==> config.mk <==
export PLATFORM = sky130hd
export DESIGN_NAME = random_sample_set_top
export DESIGN_NICKNAME = d
export VERILOG_FILES = /design/src/rss_pkg.sv /design/src/rss_ctrl.sv /design/src/rss_dp.sv /design/src/random_sample_set_top.sv
export SDC_FILE = /design/constraint.sdc
export NUM_CORES = 2
export LEC_CHECK = 0
export BUFFER_PORTS_ARGS = -buffer_cell sky130_fd_sc_hd__buf_2
export CAP_MARGIN = 0
export CORE_ASPECT_RATIO = 2
export CORE_UTILIZATION = 50
export DETAILED_ROUTE_END_ITERATION = 10
export PLACE_DENSITY = 0.7
export SYNTH_ARGS = -nofsm -noshare
export SYNTH_HDL_FRONTEND = slang
export SYNTH_SLANG_ARGS = --single-unit
==> constraint.sdc <==
create_clock -name clk -period 4.2 [get_ports clk]
set_clock_uncertainty 0.2 [all_clocks]
set_input_delay 0.84 -clock clk [delete_from_list [all_inputs] [get_ports clk]]
set_output_delay 0.84 -clock clk [all_outputs]
set_load 0.03 [all_outputs]
==> src/rss_pkg.sv <==
`default_nettype none

package rss_pkg;

	// Set geometry.
	localparam int CAPACITY  = 64;
	localparam int DRAW_BITS = 16;
	localparam int VAL_W     = 32;
	localparam int MC_W      = 7;
	localparam int SLOT_W    = (CAPACITY > 1) ? $clog2(CAPACITY) : 1;
	localparam int CNT_W     = $clog2(CAPACITY + 1);
	localparam int MOD_CNT_W = $clog2(DRAW_BITS + 1);

	// Operation codes.
	localparam logic [1:0] KIND_INSERT = 2'd0;
	localparam logic [1:0] KIND_REMOVE = 2'd1;
	localparam logic [1:0] KIND_DRAW   = 2'd2;

	// Result status codes.
	localparam logic [1:0] STAT_DONE    = 2'd0;
	localparam logic [1:0] STAT_REFUSED = 2'd1;
	localparam logic [1:0] STAT_FULL    = 2'd2;
	localparam logic [1:0] STAT_EMPTY   = 2'd3;

	typedef enum logic [3:0] {
		ST_IDLE,
		ST_DISPATCH,
		ST_SCAN,
		ST_MOD,
		ST_RD_LAST,
		ST_RD_PICK,
		ST_REFUSE,
		ST_FULL,
		ST_EMPTY,
		ST_APPEND,
		ST_MOVE,
		ST_PICK
	} state_t;

	typedef struct packed {
		logic       accept;
		logic       scan;
		logic       mod_step;
		logic       rd_last;
		logic       rd_pick;
		logic       finish;
		logic [1:0] fin_status;
		logic       fin_append;
		logic       fin_move;
		logic       fin_pick;
	} ctrl_cmd_t;

	typedef struct packed {
		logic [1:0] kind;
		logic       scan_done;
		logic       found;
		logic       full;
		logic       empty;
		logic       mod_done;
		logic       out_free;
	} dp_stat_t;

endpackage

`default_nettype wire

==> src/rss_ctrl.sv <==
`default_nettype none

module rss_ctrl (
	input  wire logic              clk,
	input  wire logic              arst_n,
	input  wire logic              in_valid,
	output logic                   in_stall,
	input  wire rss_pkg::dp_stat_t stat,
	output rss_pkg::ctrl_cmd_t     cmd
);
	import rss_pkg::*;

	state_t state_q;
	state_t state_nxt;

	always_ff @(posedge clk or negedge arst_n) begin
		if (!arst_n) begin
			state_q <= ST_IDLE;
		end else begin
			state_q <= state_nxt;
		end
	end

	// Next state.
	always_comb begin
		state_nxt = state_q;
		unique case (state_q)
			ST_IDLE: begin
				if (in_valid) state_nxt = ST_DISPATCH;
			end
			ST_DISPATCH: begin
				unique case (stat.kind)
					KIND_INSERT, KIND_REMOVE: state_nxt = ST_SCAN;
					KIND_DRAW:                state_nxt = stat.empty ? ST_EMPTY : ST_MOD;
					default:                  state_nxt = ST_REFUSE;
				endcase
			end
			ST_SCAN: begin
				if (stat.scan_done) begin
					if (stat.kind == KIND_INSERT) begin
						if (stat.found)      state_nxt = ST_REFUSE;
						else if (stat.full)  state_nxt = ST_FULL;
						else                 state_nxt = ST_APPEND;
					end else begin
						state_nxt = stat.found ? ST_RD_LAST : ST_REFUSE;
					end
				end
			end
			ST_MOD: begin
				if (stat.mod_done) state_nxt = ST_RD_PICK;
			end
			ST_RD_LAST: state_nxt = ST_MOVE;
			ST_RD_PICK: state_nxt = ST_PICK;
			ST_REFUSE, ST_FULL, ST_EMPTY, ST_APPEND, ST_MOVE, ST_PICK: begin
				if (stat.out_free) state_nxt = ST_IDLE;
			end
			default: state_nxt = ST_IDLE;
		endcase
	end

	// Outputs.
	always_comb begin
		cmd      = '0;
		in_stall = (state_q != ST_IDLE);
		unique case (state_q)
			ST_IDLE:    cmd.accept   = in_valid;
			ST_SCAN:    cmd.scan     = 1'b1;
			ST_MOD:     cmd.mod_step = !stat.mod_done;
			ST_RD_LAST: cmd.rd_last  = 1'b1;
			ST_RD_PICK: cmd.rd_pick  = 1'b1;
			ST_REFUSE: begin
				cmd.finish     = stat.out_free;
				cmd.fin_status = STAT_REFUSED;
			end
			ST_FULL: begin
				cmd.finish     = stat.out_free;
				cmd.fin_status = STAT_FULL;
			end
			ST_EMPTY: begin
				cmd.finish     = stat.out_free;
				cmd.fin_status = STAT_EMPTY;
			end
			ST_APPEND: begin
				cmd.finish     = stat.out_free;
				cmd.fin_status = STAT_DONE;
				cmd.fin_append = 1'b1;
			end
			ST_MOVE: begin
				cmd.finish     = stat.out_free;
				cmd.fin_status = STAT_DONE;
				cmd.fin_move   = 1'b1;
			end
			ST_PICK: begin
				cmd.finish     = stat.out_free;
				cmd.fin_status = STAT_DONE;
				cmd.fin_pick   = 1'b1;
			end
			default: cmd = '0;
		endcase
	end

endmodule

`default_nettype wire

==> src/rss_dp.sv <==
`default_nettype none

module rss_dp (
	input  wire logic                                   clk,
	input  wire logic                                   arst_n,
	input  wire rss_pkg::ctrl_cmd_t                     cmd,
	output rss_pkg::dp_stat_t                           stat,
	input  wire logic [1:0]                             kind,
	input  wire logic signed [rss_pkg::VAL_W-1:0]       value,
	input  wire logic [rss_pkg::DRAW_BITS-1:0]          random_draw,
	output logic                                        out_valid,
	input  wire logic                                   out_stall,
	output logic [1:0]                                  status,
	output logic signed [rss_pkg::VAL_W-1:0]            picked_value,
	output logic [rss_pkg::MC_W-1:0]                    member_count
);
	import rss_pkg::*;

	logic [VAL_W-1:0]     mem [CAPACITY];
	logic [VAL_W-1:0]     rd_data_q;
	logic                 rd_en;
	logic [SLOT_W-1:0]    rd_addr;
	logic                 wr_en;
	logic [SLOT_W-1:0]    wr_addr;
	logic [VAL_W-1:0]     wr_data;

	logic [1:0]           kind_q;
	logic [VAL_W-1:0]     value_q;
	logic [CNT_W-1:0]     count_q;
	logic [CNT_W-1:0]     count_nxt;
	logic [CNT_W-1:0]     last_idx;

	logic [CNT_W-1:0]     scan_addr_q;
	logic                 inflight_s1;
	logic [SLOT_W-1:0]    idx_s1;
	logic                 found_q;
	logic [SLOT_W-1:0]    pos_q;
	logic                 hit;
	logic                 scan_issue;

	logic [DRAW_BITS-1:0] draw_q;
	logic [CNT_W-1:0]     rem_q;
	logic [MOD_CNT_W-1:0] mod_cnt_q;
	logic [CNT_W:0]       rem_shift;
	logic [CNT_W:0]       rem_sub;
	logic [CNT_W-1:0]     rem_nxt;

	logic                 out_valid_q;
	logic [1:0]           status_q;
	logic [VAL_W-1:0]     picked_q;
	logic [MC_W-1:0]      mcount_q;

	// Search over occupied slots: one read issued per cycle, compared in the cycle after.
	assign hit        = inflight_s1 && (rd_data_q == value_q);
	assign scan_issue = cmd.scan && !found_q && !hit && (scan_addr_q < count_q);

	// Restoring remainder step: one draw bit per cycle.
	assign rem_shift = {rem_q, draw_q[DRAW_BITS-1]};
	assign rem_sub   = rem_shift - {1'b0, count_q};
	assign rem_nxt   = (rem_shift >= {1'b0, count_q}) ? rem_sub[CNT_W-1:0]
	                                                   : rem_shift[CNT_W-1:0];

	assign last_idx = count_q - CNT_W'(1);

	always_comb begin
		count_nxt = count_q;
		if (cmd.finish && cmd.fin_append) count_nxt = count_q + CNT_W'(1);
		if (cmd.finish && cmd.fin_move)   count_nxt = last_idx;
	end

	// Memory port selection.
	always_comb begin
		rd_en   = scan_issue || cmd.rd_last || cmd.rd_pick;
		rd_addr = scan_addr_q[SLOT_W-1:0];
		if (cmd.rd_last) rd_addr = last_idx[SLOT_W-1:0];
		if (cmd.rd_pick) rd_addr = rem_q[SLOT_W-1:0];
		wr_en   = cmd.finish && (cmd.fin_append || cmd.fin_move);
		wr_addr = cmd.fin_move ? pos_q : count_q[SLOT_W-1:0];
		wr_data = cmd.fin_move ? rd_data_q : value_q;
	end

	always_ff @(posedge clk) begin
		if (wr_en) mem[wr_addr] <= wr_data;
		if (rd_en) rd_data_q <= mem[rd_addr];
	end

	// Control registers.
	always_ff @(posedge clk or negedge arst_n) begin
		if (!arst_n) begin
			count_q     <= '0;
			out_valid_q <= 1'b0;
			found_q     <= 1'b0;
			inflight_s1 <= 1'b0;
			scan_addr_q <= '0;
			mod_cnt_q   <= '0;
		end else begin
			count_q <= count_nxt;
			if (cmd.finish) begin
				out_valid_q <= 1'b1;
			end else if (!out_stall) begin
				out_valid_q <= 1'b0;
			end
			if (cmd.accept) begin
				found_q     <= 1'b0;
				inflight_s1 <= 1'b0;
				scan_addr_q <= '0;
				mod_cnt_q   <= '0;
			end else begin
				inflight_s1 <= scan_issue;
				if (scan_issue) scan_addr_q <= scan_addr_q + CNT_W'(1);
				if (hit) found_q <= 1'b1;
				if (cmd.mod_step) mod_cnt_q <= mod_cnt_q + MOD_CNT_W'(1);
			end
		end
	end

	// Payload registers.
	always_ff @(posedge clk) begin
		if (cmd.accept) begin
			kind_q  <= kind;
			value_q <= value;
			draw_q  <= random_draw;
			rem_q   <= '0;
		end else if (cmd.mod_step) begin
			draw_q <= {draw_q[DRAW_BITS-2:0], 1'b0};
			rem_q  <= rem_nxt;
		end
		if (scan_issue) idx_s1 <= scan_addr_q[SLOT_W-1:0];
		if (hit) pos_q <= idx_s1;
		if (cmd.finish) begin
			status_q <= cmd.fin_status;
			picked_q <= cmd.fin_pick ? rd_data_q : '0;
			mcount_q <= MC_W'(count_nxt);
		end
	end

	assign stat.kind      = kind_q;
	assign stat.scan_done = found_q || (!inflight_s1 && (scan_addr_q >= count_q));
	assign stat.found     = found_q;
	assign stat.full      = (count_q >= CNT_W'(CAPACITY));
	assign stat.empty     = (count_q == '0);
	assign stat.mod_done  = (mod_cnt_q == MOD_CNT_W'(DRAW_BITS));
	assign stat.out_free  = !out_valid_q || !out_stall;

	assign out_valid    = out_valid_q;
	assign status       = status_q;
	assign picked_value = picked_q;
	assign member_count = mcount_q;

endmodule

`default_nettype wire

==> src/random_sample_set_top.sv <==
`default_nettype none

// Channel   Direction  Handshake            Fields
// input     in         in_valid / in_stall  kind, value, random_draw
// result    out        out_valid/out_stall  status, picked_value, member_count
//
// One item is worked on at a time. Insert and remove walk the occupied slots through the
// single read port of the slot memory, one slot per cycle; a draw runs a bit-serial
// remainder over the DRAW_BITS draw bits, then a memory read. Reset clears the count and
// the result valid flag; the slot memory is not cleared, since only occupied slots are
// read. A stalled result waits in the output register while the next item is taken in and
// worked on.

module random_sample_set_top (
	input  wire logic                               clk,
	input  wire logic                               arst_n,
	input  wire logic                               in_valid,
	output logic                                    in_stall,
	input  wire logic [1:0]                         kind,
	input  wire logic signed [rss_pkg::VAL_W-1:0]   value,
	input  wire logic [rss_pkg::DRAW_BITS-1:0]      random_draw,
	output logic                                    out_valid,
	input  wire logic                               out_stall,
	output logic [1:0]                              status,
	output logic signed [rss_pkg::VAL_W-1:0]        picked_value,
	output logic [rss_pkg::MC_W-1:0]                member_count
);
	import rss_pkg::*;

	ctrl_cmd_t cmd;
	dp_stat_t  stat;

	// The controller sequences search, remainder and memory steps for each item.
	rss_ctrl u_ctrl (
		.clk      (clk),
		.arst_n   (arst_n),
		.in_valid (in_valid),
		.in_stall (in_stall),
		.stat     (stat),
		.cmd      (cmd)
	);

	// The datapath holds the slot memory, the count and the result register.
	rss_dp u_dp (
		.clk          (clk),
		.arst_n       (arst_n),
		.cmd          (cmd),
		.stat         (stat),
		.kind         (kind),
		.value        (value),
		.random_draw  (random_draw),
		.out_valid    (out_valid),
		.out_stall    (out_stall),
		.status       (status),
		.picked_value (picked_value),
		.member_count (member_count)
	);

endmodule

`default_nettype wire
Yosys cells after proc, flatten, opt, wreduce, memory -nomap -nowiden. Memory sizes are Yosys's and may differ from the RTL's. A register that Yosys moved wholly into a read port is not among the register bits. Index checks and enable logic that the tools add are counted.

Magnitude comparators: 4. Multiplexer cells: 40. Reduce and logical (&&, ||, !) cells: 30. Equal/unequal tests: 20. Add/subtract/negate cells: 5.

Operator list (number): two-way mux 7 bit (5); equality test 32 bit (1); two-way mux 16 bit (2); two-way mux 32 bit (1); two-way mux 4 bit (8); case mux 4 bit (7 select lines) (1); two-way mux 6 bit (3); equality test 4 x 3 -> 1 bit, second input constant (4); equality test 4 bit, second input constant (4); two-way mux 1 bit (15); adder 7 x 1 -> 7 bit, second input constant (2); case mux 3 bit (4 select lines) (1); two-way mux 5 bit (2); equality test 4 x 2 -> 1 bit, second input constant (2); greater-or-equal comparator 8 x 7 -> 1 bit (1); logical AND 1 bit (8); case mux 4 bit (2 select lines) (1); greater-or-equal comparator 7 bit (1); greater-or-equal comparator 7 bit, second input constant (1); zero test 7 bit (1); < comparator 7 bit (1); subtractor 7 x 1 -> 7 bit, second input constant (1); subtractor 7 bit (1); zero test 1 bit (6); 17 further kinds (26).

Memory bits (writable): 2048. Output and inout bits: 43. Logic and storage cells: 116. Flip-flop bits (word level): 136. Memories: 1. Input bits: 54.

Memory list: u_dp.mem (words 64, width 32, rd ports 1, clocked after memory_dff 1, write ports 1, RTL line rss_dp.sv:19) `logic [VAL_W-1:0] mem [CAPACITY];`.

Logic depth before layout (Yosys ltp).
Depth after elaboration: 7. Mapped depth: 15. Gate-level depth less buffers: 11.

Cells and area by module. From an unflattened synthesis, not the netlist that was laid out.

Cell total of the unflattened synthesis: 5225. Area, all modules: 88601.2 sq um.

By module, submodules not included: rss_dp (area an instance 88140.8 sq um, instances 1, cells each 5159, seq. area each 66243.5 sq um); rss_ctrl (area an instance 460.4 sq um, instances 1, cells each 66, seq. area each 100.1 sq um).

Worst setup path after synthesis. No wires, ideal clock.

Path type: reg2reg. Start point: register u_ctrl.state_q[3]. End point: memory u_dp.mem[11][0] (enable). Required time: 3.579 ns. Period minus slack after synthesis: 3.941 ns. Setup time: 0.421 ns. Path buffers: 3. Setup slack: 0.259 ns. Stages on the path, launching flop included: 10. Data arrival time: 3.320 ns. Path through: dfrtp_1 > buf_2 > nor2b_1 > and3_1 > clkbuf_1 > clkbuf_1 > nand3b_1 > o31ai_1 > nand2_1 > nor2_1.

Longest elaborated chain between the ends: 6. Elaborated cells on any way between the ends: 15. Those cells by class: eq/ne (6); mux (6); reduce/logical (3).

Ends and longest elaborated chain: start: declaration (RTL line rss_ctrl.sv:13) `state_t state_q;`; start signal: assignment (RTL line rss_ctrl.sv:20) `state_q <= state_nxt;`; equality test 4 bit (RTL line rss_ctrl.sv:65) `unique case (state_q)`; OR reduction 3 bit (no source line) or two-way mux 1 bit (tied branches); case mux 3 bit (4 select lines) or logical OR 1 bit (tied branches) (RTL line rss_ctrl.sv:65, rss_dp.sv:77); logical AND 1 bit (RTL line rss_dp.sv:77) `wr_en = cmd.finish && (cmd.fin_append || cmd.fin_move);`; two-way mux 1 bit (RTL line rss_dp.sv:83) `if (wr_en) mem[wr_addr] <= wr_data;`; two-way mux 1 bit (not written as such) (RTL line rss_dp.sv:83); end: declaration (RTL line rss_dp.sv:19).

Several ways; a longest one is shown, not always the timed one.

Worst setup path after layout.
Start point: register u_dp.count_q[0]. End point: register u_dp.rd_data_q[21], read port of u_dp.mem (data pin).

Longest elaborated chain between the ends: 4. Elaborated cells on any way between the ends: 7. Those cells by class: add/sub (1); order compare (1); mux (2); reduce/logical (3).

Ends and longest elaborated chain: start: declaration (RTL line rss_dp.sv:29) `logic [CNT_W-1:0] count_q;`; start signal: assignment (RTL line rss_dp.sv:97) `count_q <= count_nxt;`; branches (longest 4 deep; another with subtractor 7 x 1 -> 7 bit); end: declaration (RTL line rss_dp.sv:20) `logic [VAL_W-1:0] rd_data_q;`.

Parallel ways; which one is timed is not known. A chain may end at the register's enable or synchronous reset.

==> out/metrics.cfg <==
[drt]
ant_nets=0
drt-pass1-iter-count=9
postRouteWirelength_mm=264
wl_met1_mm=87.4
routed.top_layer=met5
wl_per_cell_um=29.9
routed-via-count=57300
dr_wl_met2_mm=134
drt_iter0_markers=6919
met3_length_mm=22.7
via_per_inst=6.48
drc=0

[synthesis]
synthFlopType=edfxtp_1
netlist_area_um2=88800
synth-edff-count=2183
netlist.area_leader.share_pct=73.8
muxShareOfSynthArea_pct=1.68
synthAdderAreaFrac_pct=0.290
ys_warn_count=0
synth_area_per_cell_um2=14.4
synth_cell_types=80
syn-num-nets=6243
yosysSeqAreaShare_pct=74.7
synth_top_family_by_area=simple AND/OR/NAND/NOR gates
synth_cells=6169
synth_compound_area_share_pct=9.40
synth_area_leader_cell=edfxtp_1
synth-xor-area-share_pct=0.503
synth.area.top_cells=edfxtp_1 74%, nand2_1 4.2%, a211oi_1 4.1%, and3_1 2.7%, a21oi_1 1.8%
synthSimpleGateAreaFrac_pct=10.9
ys_ff_latch=2216
synthArstFlopShare_pct=1.17

[worst_setup_path]
timing.rr.start=u_dp.count_q[0]$_DFF_PN0_
crit_path_start=u_dp.count_q[0]$_DFF_PN0_
path_class=flip-flop to flip-flop
r2r.worst_path.cells=11
worst-endpoint-arrival_ps=4540
critPathSlowestCell=or4_1
crit_path_max_incr_delay_ps=600
start_kind=flip-flop
r2r_slack_ps=90
r2r-end=u_dp.rd_data_q[21]$_DFFE_PP_
path_depth=11
worst_ep_required_time_ps=4630
crit_end=u_dp.rd_data_q[21]$_DFFE_PP_
crit_family=simple AND/OR/NAND/NOR gates
crit_buf_inv=2
cp_max_fo=14
critical_path.endpoint_type=flip-flop
path_cells=inv_1, ha_1, or3b_2, xnor2_1, o21ai_0, nand2_2, nand3_4, buf_4, a211oi_1, or4_1, nor4_1

[layout]
layout-area-overhead-vs-synth_pct=13.6
nFillCells=13200
nNetsFinal=6473
stdcell_area_um2=101000
drive_gt1_share_pct=13.0

[clock_tree]
cts.clk_slew.worst_paths_ps=70
clock_latency_ps=840
cts_buffers=181
htreeDepth=4
clockRootBuffer=clkbuf_16
cts.sinks=2216
cts_tree=done
cts_max_path_buffers=4

[sta]
fin_setup_tns_ps=0
layout_min_cycle_time_ps=4110
slew_headroom_pct=4.88
drv_slew=0
fin_hold_ws_ps=40.5
setup_viol=0
fin_ws_ps=90.4
rsz0062_at_grt=no
hold_viol_final=0
fmax_mhz=243
worst_pin_slew_ps=1430
finalCritPeriodShare_pct=97.8

[die]
die_h_um=598
initial_core_util_pct=50.3
dieArea_um2=179000
io_pins=97
die_w_um=300
core_area_um2=176000
placementRows=218

[placed_design]
dp_hpwl_mm=160
dpl_worst_slack_ps=-68.3
gp_congestion=0.917
port_buffers=96
dpl_cell_area_um2=94800

[grt]
grt_pass1_wl_mm=379
antenna_found_initial=4
grt_start_max_net_pins=130
grt_util_all_layers_pct=28.9
grt-ovfl-total=0
grt_pass1_vias=56700

[run]
max_cap_viol_count=0

[power]
finalPower_mw=70.4
pwr_density_cell_nw_per_um2=697
p_leak_nw=33.7
peakVddDrop_mv=0.508

[min_path]
min_path_type=input pin to flip-flop

[status]
outcome=finished clean

-- logic make-up (layout without fill, tap and decap cells) --
| kind of cell | after synthesis | count (layout) |
|---|---|---|
| xor gates and xnor gates | 51 | 51 |
| AOI/OAI and AO/OA | 1234 | 1234 |
| and+or+nand+nor | 2029 | 2031 |
| buffers and inverters | 476 | 835 |
| other | 0 | 1 |
| adders and majority gates | 20 | 20 |
| muxes | 143 | 143 |
| DFF | 2216 | 2216 |
-- how the worst min path moves through the flow --
stage,depth (start not counted),from,to
after floorplan,0,u_dp.idx_s1[0]$_DFFE_PP_,u_dp.pos_q[0]$_DFFE_PP_
after CTS,1,value[4],u_dp.value_q[4]$_DFFE_PP_
after global routing,1,value[4],u_dp.value_q[4]$_DFFE_PP_
after global placement,0,u_dp.idx_s1[2]$_DFFE_PP_,u_dp.pos_q[2]$_DFFE_PP_
final,1,value[17],u_dp.value_q[17]$_DFFE_PP_
after detailed placement,0,u_dp.idx_s1[0]$_DFFE_PP_,u_dp.pos_q[0]$_DFFE_PP_
-- repair_timing --
item                       CTS  global route
setup endpoints to repair    3            19
cloned                       1             1
buffers inserted             0             5
resized for setup            2             3
hold buffers                32             0
pin swaps                    1             2
hold endpoints to repair    57             0
-- per-stage QoR --
| stage | instances | util (%) |
|---|---|---|
| 2_1_floorplan | 6169 | - |
| 3_3_place_gp | 8487 | 53.7 |
| 3_5_place_dp | 8487 | 53.7 |
| 4_1_cts | 8834 | 57.1 |
| 5_1_grt | 8841 | 57.2 |
| 6_report | 8841 | 57.2 |
-- cell type report --
| type | instances | area (um2) | area share (%) |
|---|---|---|---|
| diodes | 1 | 2.50 | 0.00248 |
| clock buffers | 216 | 4700 | 4.66 |
| clock inverters | 98 | 986 | 0.977 |
| inverters | 30 | 113 | 0.112 |
| multi-input cells | 3479 | 20900 | 20.7 |
| flip-flops and latches | 2216 | 66300 | 65.7 |
| well taps | 2310 | 2890 | 2.86 |
| repair buffers | 491 | 5000 | 4.96 |
-- state kept, by name, summed over array words and instances, names as in the netlist, 4 cells and up --
register / flops
u_dp.value_q: 32
u_dp.idx_s1: 6
u_dp.picked_value: 32
u_ctrl.state_q: 4
u_dp.pos_q: 6
u_dp.draw_q: 16
u_dp.count_q: 7
u_dp.mod_cnt_q: 5
u_dp.mem: 2048
u_dp.rem_q: 7
u_dp.member_count: 7
u_dp.rd_data_q: 32
u_dp.scan_addr_q: 7
-- worst register-to-register path, stage by stage (launching register included) --
cell and delay [ps]:
dfrtp_1 390, inv_1 110, ha_1 220, or3b_2 510, xnor2_1 150, o21ai_0 400
nand2_2 280, nand3_4 480, buf_4 230, a211oi_1 50, or4_1 600, nor4_1 320
-- metal layers --
layer  global-route usage, %  up-vias
met5                       0        -
met4                    18.8        4
met3                    4.65      951
met2                    50.7     3511
met1                    32.5    28600
li1                        -    24300
-- report_power, final --
group | switching [mW] | internal [mW] | total [mW]
combinational | 17.6 | 7.89 | 25.5
sequential | 0.893 | 27.1 | 27.9
clock | 7.69 | 9.22 | 16.9
-- synthesized netlist by cell type (4+ instances only) --
library cell     n
edfxtp_1      2183
nand2_1       1005
a211oi_1       487
and3_1         390
a21oi_1        321
nand3_1        244
clkbuf_1       192
buf_2          179
nor3_1         110
mux2i_1        109
a31oi_1        105
nor2_1         100
a32oi_1         95
o21ai_0         89
o31a_1          44
buf_4           42
and2_1          37
xor2_1          36
nor4_1          33
mux2_2          32
or4_1           32
inv_1           28
dfrtp_1         26
o22ai_1         23
buf_1           22
nand4_1         21
ha_1            19
a221oi_1        16
xnor2_1         15
nand2b_1        14
buf_6           11
o31ai_1         11
a32o_1           9
dfxtp_1          7
nor4b_2          6
a21o_1           5
nand3b_1         5
nor2b_1          5
or3_1            4
-- cell usage in the layout (no fill, tap or decap), drive strengths merged, types with 14 or more instances in the layout --
cell type,instances
mux2i,109
dfrtp,26
o22ai,23
nor2,105
inv,32
nand4,21
xor2,36
a31oi,105
and3,390
a32oi,95
nor3,111
a21oi,321
or4,33
dlygate4sd3,32
o21ai,90
xnor2,15
nand2b,14
a211oi,487
nand2,1008
mux2,32
bufinv,20
ha,19
nand3,246
clkinv,67
nor4,33
o31a,45
and2,38
edfxtp,2183
buf,459
clkbuf,216
a221oi,16
Power figures use the tool's default switching activity.
